## src/hdl/isseq_pkg.sv

```systemverilog
// Package for the inverter startup sequencer: mode codes, register indexes,
// beat and state structs shared by the step logic, config block and top level.
// No dependencies.
`timescale 1ns / 1ps

package isseq_pkg;

    localparam int CfgIdxW  = 4;
    localparam int CfgDataW = 16;
    localparam int TorqueW  = 16;
    localparam int LimitW   = 15;
    localparam int WdW      = 16;
    localparam int NumInv   = 4;

    localparam logic [CfgIdxW-1:0] CFG_TORQUE_LIMIT   = CfgIdxW'(0);
    localparam logic [CfgIdxW-1:0] CFG_WATCHDOG_TICKS = CfgIdxW'(1);

    localparam logic [LimitW-1:0] TORQUE_LIMIT_RST   = LimitW'(2000);
    localparam logic [WdW-1:0]    WATCHDOG_TICKS_RST = WdW'(1000);

    localparam logic [NumInv-1:0] ALL_INV = {NumInv{1'b1}};

    // external mode codes as seen on the result channel
    localparam logic [2:0] CODE_UNDEF   = 3'd0;
    localparam logic [2:0] CODE_IDLE    = 3'd1;
    localparam logic [2:0] CODE_STARTUP = 3'd2;
    localparam logic [2:0] CODE_TORQUE  = 3'd3;
    localparam logic [2:0] CODE_SWOFF   = 3'd4;
    localparam logic [2:0] CODE_ERRRST  = 3'd5;

    typedef enum logic [5:0] {
        MODE_UNDEF   = 6'b000001,
        MODE_IDLE    = 6'b000010,
        MODE_STARTUP = 6'b000100,
        MODE_TORQUE  = 6'b001000,
        MODE_SWOFF   = 6'b010000,
        MODE_ERRRST  = 6'b100000
    } mode_t;

    typedef struct packed {
        logic [NumInv-1:0]         error_flags;
        logic [NumInv-1:0]         ready_flags;
        logic [NumInv-1:0]         dc_on_flags;
        logic [NumInv-1:0]         inverter_on_flags;
        logic [NumInv-1:0]         quit_on_flags;
        logic                      ready_to_drive;
        logic signed [TorqueW-1:0] setpoint_fl;
        logic signed [TorqueW-1:0] setpoint_fr;
        logic signed [TorqueW-1:0] setpoint_rl;
        logic signed [TorqueW-1:0] setpoint_rr;
    } in_item_t;

    typedef struct packed {
        logic [LimitW-1:0] torque_limit;
        logic [WdW-1:0]    watchdog_ticks;
    } cfg_t;

    typedef struct packed {
        mode_t                     mode;
        logic                      dc_on;
        logic                      inverter_on;
        logic                      enable;
        logic                      fault_clear;
        logic [LimitW-1:0]         limit;
        logic signed [TorqueW-1:0] target_fl;
        logic signed [TorqueW-1:0] target_fr;
        logic signed [TorqueW-1:0] target_rl;
        logic signed [TorqueW-1:0] target_rr;
        logic [WdW-1:0]            wd_count;
        logic                      wd_armed;
    } state_t;

    typedef struct packed {
        logic [2:0]                mode_out;
        logic                      dc_on_cmd;
        logic                      inverter_on_cmd;
        logic                      enable_cmd;
        logic                      error_reset_cmd;
        logic [LimitW-1:0]         positive_limit;
        logic signed [TorqueW-1:0] target_fl;
        logic signed [TorqueW-1:0] target_fr;
        logic signed [TorqueW-1:0] target_rl;
        logic signed [TorqueW-1:0] target_rr;
        logic                      watchdog_fired;
    } result_t;

    function automatic logic [2:0] mode_code(input mode_t m);
        logic [2:0] c;
        case (m)
            MODE_UNDEF:   c = CODE_UNDEF;
            MODE_IDLE:    c = CODE_IDLE;
            MODE_STARTUP: c = CODE_STARTUP;
            MODE_TORQUE:  c = CODE_TORQUE;
            MODE_SWOFF:   c = CODE_SWOFF;
            MODE_ERRRST:  c = CODE_ERRRST;
            default:      c = CODE_UNDEF;
        endcase
        return c;
    endfunction

endpackage

```

## src/hdl/isseq_cfg.sv

```systemverilog
// Configuration registers of the sequencer: torque limit and watchdog length.
// Depends on isseq_pkg.
`timescale 1ns / 1ps

module isseq_cfg
    import isseq_pkg::*;
(
    input  logic                aclk,
    input  logic                aresetn,
    input  logic                wr_en,
    input  logic [CfgIdxW-1:0]  wr_index,
    input  logic [CfgDataW-1:0] wr_data,
    output cfg_t                cfg
);

    logic [LimitW-1:0] torque_limit_reg;
    logic [WdW-1:0]    watchdog_ticks_reg;

    always_ff @(posedge aclk) begin
        if (!aresetn) begin
            torque_limit_reg   <= TORQUE_LIMIT_RST;
            watchdog_ticks_reg <= WATCHDOG_TICKS_RST;
        end else if (wr_en) begin
            // drop writes to indexes beyond the register list
            case (wr_index)
                CFG_TORQUE_LIMIT:   torque_limit_reg   <= wr_data[LimitW-1:0];
                CFG_WATCHDOG_TICKS: watchdog_ticks_reg <= wr_data[WdW-1:0];
                default: ;
            endcase
        end
    end

    assign cfg.torque_limit   = torque_limit_reg;
    assign cfg.watchdog_ticks = watchdog_ticks_reg;

endmodule

```

## src/hdl/isseq_step.sv

```systemverilog
// Next-state and result logic for one control tick: watchdog check then the
// mode machine. Purely combinational. Depends on isseq_pkg.
`timescale 1ns / 1ps

module isseq_step
    import isseq_pkg::*;
(
    input  state_t   cur,
    input  in_item_t item,
    input  cfg_t     cfg,
    output state_t   nxt,
    output result_t  res
);

    logic [WdW-1:0] wd_limit;
    logic [WdW-1:0] wd_inc;
    logic           fired;

    assign wd_limit = (cfg.watchdog_ticks == '0) ? WdW'(1) : cfg.watchdog_ticks;
    assign wd_inc   = cur.wd_count + WdW'(1);
    assign fired    = cur.wd_armed && (wd_inc >= wd_limit);

    always_comb begin
        nxt = cur;
        if (cur.wd_armed) begin
            nxt.wd_count = wd_inc;
        end
        if (fired) begin
            nxt.wd_armed = 1'b0;
            nxt.mode     = MODE_UNDEF;
        end else begin
            case (cur.mode)
                MODE_UNDEF: begin
                    // ready on all inverters wins over an error
                    if (item.ready_flags == ALL_INV) begin
                        nxt.mode = MODE_IDLE;
                    end else if (item.error_flags != '0) begin
                        nxt.mode = MODE_ERRRST;
                    end
                end
                MODE_ERRRST: begin
                    if (item.ready_flags == ALL_INV) begin
                        nxt.fault_clear = 1'b0;
                        nxt.mode        = MODE_IDLE;
                    end else begin
                        nxt.fault_clear = 1'b1;
                    end
                end
                MODE_IDLE: begin
                    if (item.ready_to_drive) begin
                        nxt.mode     = MODE_STARTUP;
                        nxt.wd_armed = 1'b1;
                        nxt.wd_count = '0;
                    end
                end
                MODE_STARTUP: begin
                    nxt.dc_on     = 1'b1;
                    nxt.limit     = '0;
                    nxt.target_fl = '0;
                    nxt.target_fr = '0;
                    nxt.target_rl = '0;
                    nxt.target_rr = '0;
                    if (item.dc_on_flags != '0) begin
                        nxt.inverter_on = 1'b1;
                        nxt.enable      = 1'b1;
                        if (item.inverter_on_flags != '0 && item.quit_on_flags == ALL_INV) begin
                            nxt.wd_armed = 1'b0;
                            nxt.mode     = MODE_TORQUE;
                        end
                    end
                end
                MODE_TORQUE: begin
                    nxt.limit     = cfg.torque_limit;
                    nxt.target_fl = item.setpoint_fl;
                    nxt.target_fr = item.setpoint_fr;
                    nxt.target_rl = item.setpoint_rl;
                    nxt.target_rr = item.setpoint_rr;
                    if (item.inverter_on_flags != ALL_INV || !item.ready_to_drive) begin
                        nxt.mode = MODE_SWOFF;
                    end
                end
                MODE_SWOFF: begin
                    nxt.dc_on       = 1'b0;
                    nxt.inverter_on = 1'b0;
                    nxt.enable      = 1'b0;
                    nxt.limit       = '0;
                    nxt.target_fl   = '0;
                    nxt.target_fr   = '0;
                    nxt.target_rl   = '0;
                    nxt.target_rr   = '0;
                    if (!item.inverter_on_flags[0]) begin
                        nxt.mode = MODE_IDLE;
                    end
                end
                default: ;
            endcase
        end
    end

    always_comb begin
        res.mode_out        = mode_code(nxt.mode);
        res.dc_on_cmd       = nxt.dc_on;
        res.inverter_on_cmd = nxt.inverter_on;
        res.enable_cmd      = nxt.enable;
        res.error_reset_cmd = nxt.fault_clear;
        res.positive_limit  = nxt.limit;
        res.target_fl       = nxt.target_fl;
        res.target_fr       = nxt.target_fr;
        res.target_rl       = nxt.target_rl;
        res.target_rr       = nxt.target_rr;
        res.watchdog_fired  = fired;
    end

endmodule

```

## src/hdl/inverter_startup_sequencer.sv

```systemverilog
// Top level of the inverter startup sequencer: input register, sequencer
// state, result register and handshakes. Depends on isseq_pkg, isseq_cfg
// and isseq_step.
//
// Usage:
//   Each beat on the s_ channel is one control tick carrying the inverter
//   status flags, the ready-to-drive request and four torque setpoints. Each
//   tick yields exactly one beat on the m_ channel with the mode, command
//   bits, torque limit and targets as they stand after the tick.
//   The cfg_ channel writes the torque limit (index 0) and the startup
//   watchdog length (index 1); other indexes are ignored. cfg_ready is
//   always high; write only while no tick is in flight.
//   An accepted tick sits in the input register and is loaded into the
//   result register when that register is free (empty or being taken).
//   Throughput is one tick per cycle while m_ready stays high; the state
//   update is a combinational path from the input register into the state
//   and result registers.
//   When m_ready is low the result register holds, the input register fills,
//   and s_ready drops until the result is taken; nothing is lost.
//   Reset returns the mode to undefined, clears commands, limit, targets and
//   watchdog, and loads the register defaults (limit 2000, watchdog 1000).
`timescale 1ns / 1ps

module inverter_startup_sequencer
    import isseq_pkg::*;
(
    input  logic                       aclk,
    input  logic                       aresetn,

    input  logic                       s_valid,
    output logic                       s_ready,
    input  logic [NumInv-1:0]          s_error_flags,
    input  logic [NumInv-1:0]          s_ready_flags,
    input  logic [NumInv-1:0]          s_dc_on_flags,
    input  logic [NumInv-1:0]          s_inverter_on_flags,
    input  logic [NumInv-1:0]          s_quit_on_flags,
    input  logic                       s_ready_to_drive,
    input  logic signed [TorqueW-1:0]  s_setpoint_fl,
    input  logic signed [TorqueW-1:0]  s_setpoint_fr,
    input  logic signed [TorqueW-1:0]  s_setpoint_rl,
    input  logic signed [TorqueW-1:0]  s_setpoint_rr,

    output logic                       m_valid,
    input  logic                       m_ready,
    output logic [2:0]                 m_mode_out,
    output logic                       m_dc_on_cmd,
    output logic                       m_inverter_on_cmd,
    output logic                       m_enable_cmd,
    output logic                       m_error_reset_cmd,
    output logic [LimitW-1:0]          m_positive_limit,
    output logic signed [TorqueW-1:0]  m_target_fl,
    output logic signed [TorqueW-1:0]  m_target_fr,
    output logic signed [TorqueW-1:0]  m_target_rl,
    output logic signed [TorqueW-1:0]  m_target_rr,
    output logic                       m_watchdog_fired,

    input  logic                       cfg_valid,
    output logic                       cfg_ready,
    input  logic [CfgIdxW-1:0]         cfg_index,
    input  logic [CfgDataW-1:0]        cfg_data
);

    cfg_t     cfg;
    in_item_t item_in;
    in_item_t item_reg;
    logic     in_v_reg;
    state_t   state_reg;
    state_t   state_next;
    result_t  res_next;
    result_t  res_reg;
    logic     out_v_reg;
    logic     out_free;
    logic     advance;

    assign cfg_ready = 1'b1;

    isseq_cfg u_cfg (
        .aclk     (aclk),
        .aresetn  (aresetn),
        .wr_en    (cfg_valid),
        .wr_index (cfg_index),
        .wr_data  (cfg_data),
        .cfg      (cfg)
    );

    assign item_in.error_flags       = s_error_flags;
    assign item_in.ready_flags       = s_ready_flags;
    assign item_in.dc_on_flags       = s_dc_on_flags;
    assign item_in.inverter_on_flags = s_inverter_on_flags;
    assign item_in.quit_on_flags     = s_quit_on_flags;
    assign item_in.ready_to_drive    = s_ready_to_drive;
    assign item_in.setpoint_fl       = s_setpoint_fl;
    assign item_in.setpoint_fr       = s_setpoint_fr;
    assign item_in.setpoint_rl       = s_setpoint_rl;
    assign item_in.setpoint_rr       = s_setpoint_rr;

    assign out_free = !out_v_reg || m_ready;
    assign advance  = in_v_reg && out_free;
    assign s_ready  = !in_v_reg || advance;

    isseq_step u_step (
        .cur  (state_reg),
        .item (item_reg),
        .cfg  (cfg),
        .nxt  (state_next),
        .res  (res_next)
    );

    always_ff @(posedge aclk) begin
        if (!aresetn) begin
            in_v_reg  <= 1'b0;
            out_v_reg <= 1'b0;
            state_reg <= '{mode: MODE_UNDEF, default: '0};
        end else begin
            if (s_ready) begin
                in_v_reg <= s_valid;
            end
            if (out_free) begin
                out_v_reg <= in_v_reg;
            end
            // commit the tick only as it moves into the result register
            if (advance) begin
                state_reg <= state_next;
            end
        end
    end

    always_ff @(posedge aclk) begin
        if (s_ready && s_valid) begin
            item_reg <= item_in;
        end
        if (advance) begin
            res_reg <= res_next;
        end
    end

    assign m_valid           = out_v_reg;
    assign m_mode_out        = res_reg.mode_out;
    assign m_dc_on_cmd       = res_reg.dc_on_cmd;
    assign m_inverter_on_cmd = res_reg.inverter_on_cmd;
    assign m_enable_cmd      = res_reg.enable_cmd;
    assign m_error_reset_cmd = res_reg.error_reset_cmd;
    assign m_positive_limit  = res_reg.positive_limit;
    assign m_target_fl       = res_reg.target_fl;
    assign m_target_fr       = res_reg.target_fr;
    assign m_target_rl       = res_reg.target_rl;
    assign m_target_rr       = res_reg.target_rr;
    assign m_watchdog_fired  = res_reg.watchdog_fired;

endmodule

```

## config.mk

```make
export PLATFORM = sky130hd
export DESIGN_NAME = inverter_startup_sequencer
export DESIGN_NICKNAME = d
export VERILOG_FILES = /design/src/hdl/isseq_pkg.sv /design/src/hdl/isseq_cfg.sv /design/src/hdl/isseq_step.sv /design/src/hdl/inverter_startup_sequencer.sv
export SDC_FILE = /design/constraint.sdc
export NUM_CORES = 1
export LEC_CHECK = 0
export BUFFER_PORTS_ARGS = -buffer_cell sky130_fd_sc_hd__buf_2
export CORE_ASPECT_RATIO = 1.2
export CORE_MARGIN = 2
export CORE_UTILIZATION = 52
export CTS_BUF_LIST = sky130_fd_sc_hd__clkbuf_4 sky130_fd_sc_hd__clkbuf_8 sky130_fd_sc_hd__clkbuf_16
export CTS_CLUSTER_DIAMETER = 80
export CTS_CLUSTER_SIZE = 16
export DETAILED_ROUTE_END_ITERATION = 16
export PLACE_DENSITY = 0.78
export SLEW_MARGIN = 15
export SYNTH_ARGS = -nofsm -noshare
export SYNTH_HDL_FRONTEND = slang
export SYNTH_HIERARCHICAL = 1
export SYNTH_SLANG_ARGS = --single-unit
```

## constraint.sdc

```tcl
create_clock -name aclk -period 4.05 [get_ports aclk]
set_input_delay 0.6075 -clock aclk [delete_from_list [all_inputs] [get_ports aclk]]
set_output_delay 0.6075 -clock aclk [all_outputs]
set_load 0.01 [all_outputs]
```

==> flow_summary.json <==
{
  "via_per_inst": 5.44,
  "htreeDepth": 1,
  "maxSlewHeadroom_pct": 36.6,
  "grt_pass1_vias": 8629,
  "p_switching_mw": 1.28,
  "n_fill_cell": 2143,
  "holdPathEnd": "item_reg[7]",
  "power_density_mw_per_mm2": 396,
  "row_count": 65,
  "die_h_um": 182,
  "holdPathStages": 1,
  "antenna_found_initial": 1,
  "clock_latency_ns": 0.52,
  "overflow": 0,
  "die_x_um": 152,
  "grt_pass1_wl_um": 43000,
  "grt_start_max_net_pins": 107,
  "fmax_ghz": 0.259,
  "clkTransAtPathRegs_ns": 0.07,
  "tightestPinTransition_ns": 0.951,
  "area_growth_pct": 10.3,
  "avgSynthCellArea_sq_um": 11.5,
  "synth-edff-count": 172,
  "layout-drive-gt1-share_pct": 22.5,
  "p_int_mw": 4.73,
  "final_common_cell": "nand2_1",
  "finalCritPeriodShare_pct": 95.2,
  "ant_nets": 0,
  "rsz0062_at_grt": "no",
  "core_area_sq_mm": 0.0262,
  "rr_worst_depth": 18,
  "grt_usage_pct": 18.8,
  "rrSetupSlack_ns": 0.19,
  "largest_reg_flops": 106,
  "tritoncts": "yes",
  "start_kind": "register",
  "gp_congestion": 0.846,
  "skew_ns": 0.0156,
  "final_cell_mix": "258 x nand2_1, 197 x buf_2, 172 x edfxtp_1",
  "place_hpwl_um": 17200,
  "worstSetupStartpoint": "state_reg[1]",
  "hold_class": "input port to register",
  "vdd_drop_max_mv": 0.242,
  "ys_seq_elements": 311,
  "final.min_clock_period_ns": 3.86,
  "syn-cell-area_sq_mm": 0.0137,
  "cts_buffers": 23,
  "cap_violations": 0,
  "status": "completed",
  "end_kind": "register",
  "holdWs_ns": 0.262,
  "drtIter0Drc": 550,
  "clockBufferDepth": 3,
  "hp-start": "s_setpoint_rr[7]",
  "cts.sinks": 311,
  "slew_viol_final": 0,
  "die_area_sq_mm": 0.0278,
  "ys.flop_type": "edfxtp_1",
  "ios": 200,
  "final_cell_count_no_fill": 1632,
  "p_leak_nw": 5.86,
  "finalSetupViolations": 0,
  "final_nets": 1407,
  "critPathMaxFanout": 10,
  "p_seq_share_pct": 57.4,
  "postCtsHoldBufs": 0,
  "netlist_instances": 1199,
  "syn-num-nets": 1326,
  "required_ns": 4.44,
  "fin_tns_setup_ns": 0,
  "async_flop_share_pct": 0,
  "hold_viol": 0,
  "final_util_pct": 57.9,
  "ys.warnings.count": 6,
  "drc": 0,
  "start_util_pct": 52.5,
  "synth_cell_types": 61,
  "routed_wl_um": 28400,
  "wire_per_inst_um": 17.4,
  "dr.pass1.iters": 5,
  "vias": 8872,
  "ys_seq_area_share_pct": 57.8,
  "worst-setup-path-type": "register to register",
  "placement.io_buffers": 198,
  "arrival_ns": 4.25,
  "p_comb_share_pct": 5.5,
  "clockRootBuffer": "clkbuf_16",
  "dp.cells": 1580,
  "p_sw_share_pct": 21.2,
  "r2r_start": "state_reg[1]",
  "clkPwrFrac_pct": 37.0,
  "reg2reg_to": "state_reg[35]"
}
==> per-stage QoR <==
| stage | area [sq um] | power (mW) | setup WS [ns] |
|---|---|---|---|
| 6_report | 15200 | 6.01 | 0.193 |
| 3_3_place_gp | 14200 | 3.85 | 0.164 |
| 4_1_cts | 15000 | 6.08 | 0.0671 |
| 2_1_floorplan | 13800 | 3.73 | 0.0159 |
| 3_5_place_dp | 14200 | 3.86 | 0.106 |
| 5_1_grt | 15200 | 6.23 | 0.00593 |
==> kinds of logic after synthesis <==
logic type | Yosys count | share of synthesized area (%)
other cells | 1 | 0.0273
fa+ha+maj | 17 | 1.55
mux | 130 | 9.47
xor+xnor | 34 | 2.17
compound gates | 131 | 7.69
flops | 311 | 57.8
simple gates | 386 | 12.6
buf+inv | 189 | 8.69
==> power groups by stage <==
stage               sequential (mW)  clock [mW]  combinational (mW)
floorplan                      3.53           0               0.196
global placement               3.52           0               0.327
detailed placement             3.53           0               0.334
CTS                            3.45        2.30               0.335
global route                   3.46        2.41               0.360
finish                         3.45        2.22               0.332
==> worst max-delay path by stage <==
stage,end,slack [ns],cells past startpoint
after floorplan,m_positive_limit[10],0.02,21
after global placement,state_reg[27],0.16,18
after detailed placement,state_reg[63],0.11,18
after CTS,state_reg[21],0.07,18
after global routing,state_reg[24],0.006,18
final,state_reg[35],0.19,18
==> worst max-delay path: stages, from the launching register on <==
cell       delay [ns]
dfxtp_4          0.39
ha_4             0.16
nand3_2          0.11
nor2_4           0.14
and3_4           0.21
and3_4           0.22
nand3_1          0.09
xnor2_1          0.14
ha_1             0.29
o21ai_1          0.12
nand2b_1         0.06
a21oi_1          0.14
nor2b_1          0.06
o221a_1          0.24
or4b_4           0.68
clkbuf_16        0.25
a22o_1           0.26
nand2_1          0.07
mux2i_1          0.09
==> metal layers <==
metal / up-vias / routed length, um / track usage (%)
li1: 4273 / - / -
met1: 4327 / 11500 / 23.8
met4: 0 / 695 / 5.41
met3: 45 / 1300 / 2.47
met5: - / 0 / 0
met2: 227 / 14900 / 33.9
==> cells in the mapped netlist, types with 4 or more instances <==
cell type	n	area, sq um
nor2_1	37	139
xnor2_1	9	78.8
nand4_1	9	56.3
buf_2	19	95.1
and3_1	6	37.5
nor3_1	5	25.0
xor2_1	25	219
edfxtp_1	172	5160
a22o_1	79	692
buf_4	93	698
buf_8	4	60.1
clkbuf_1	36	135
inv_1	24	90.1
nor2b_1	20	125
mux2i_1	129	1290
nand2_1	258	968
ha_1	17	213
o21ai_0	10	50.1
dfxtp_1	139	2780
nor4_1	8	50.1
a21oi_1	16	80.1
nand2b_1	7	43.8
nand3_1	12	60.1
and2_1	5	31.3
buf_6	6	67.6
o211ai_1	4	30.0
==> area by class of cell <==
cell class,count,area (sq um),area share (%)
timing repair buffer,220,1310,8.62
antenna,1,2.50,0.0165
sequential,311,7960,52.5
clock buffer,40,703,4.64
tap,335,419,2.76
clock inverter,1,8.76,0.0577
multi-input combinational,699,4670,30.8
inverter,25,93.8,0.619
==> repair_timing <==
item,in CTS,in global routing
endpoints found under the setup margin,0,160
gates resized for setup,0,20
buffers inserted,0,3
Note: power is estimated with default switching activity, not from simulation.
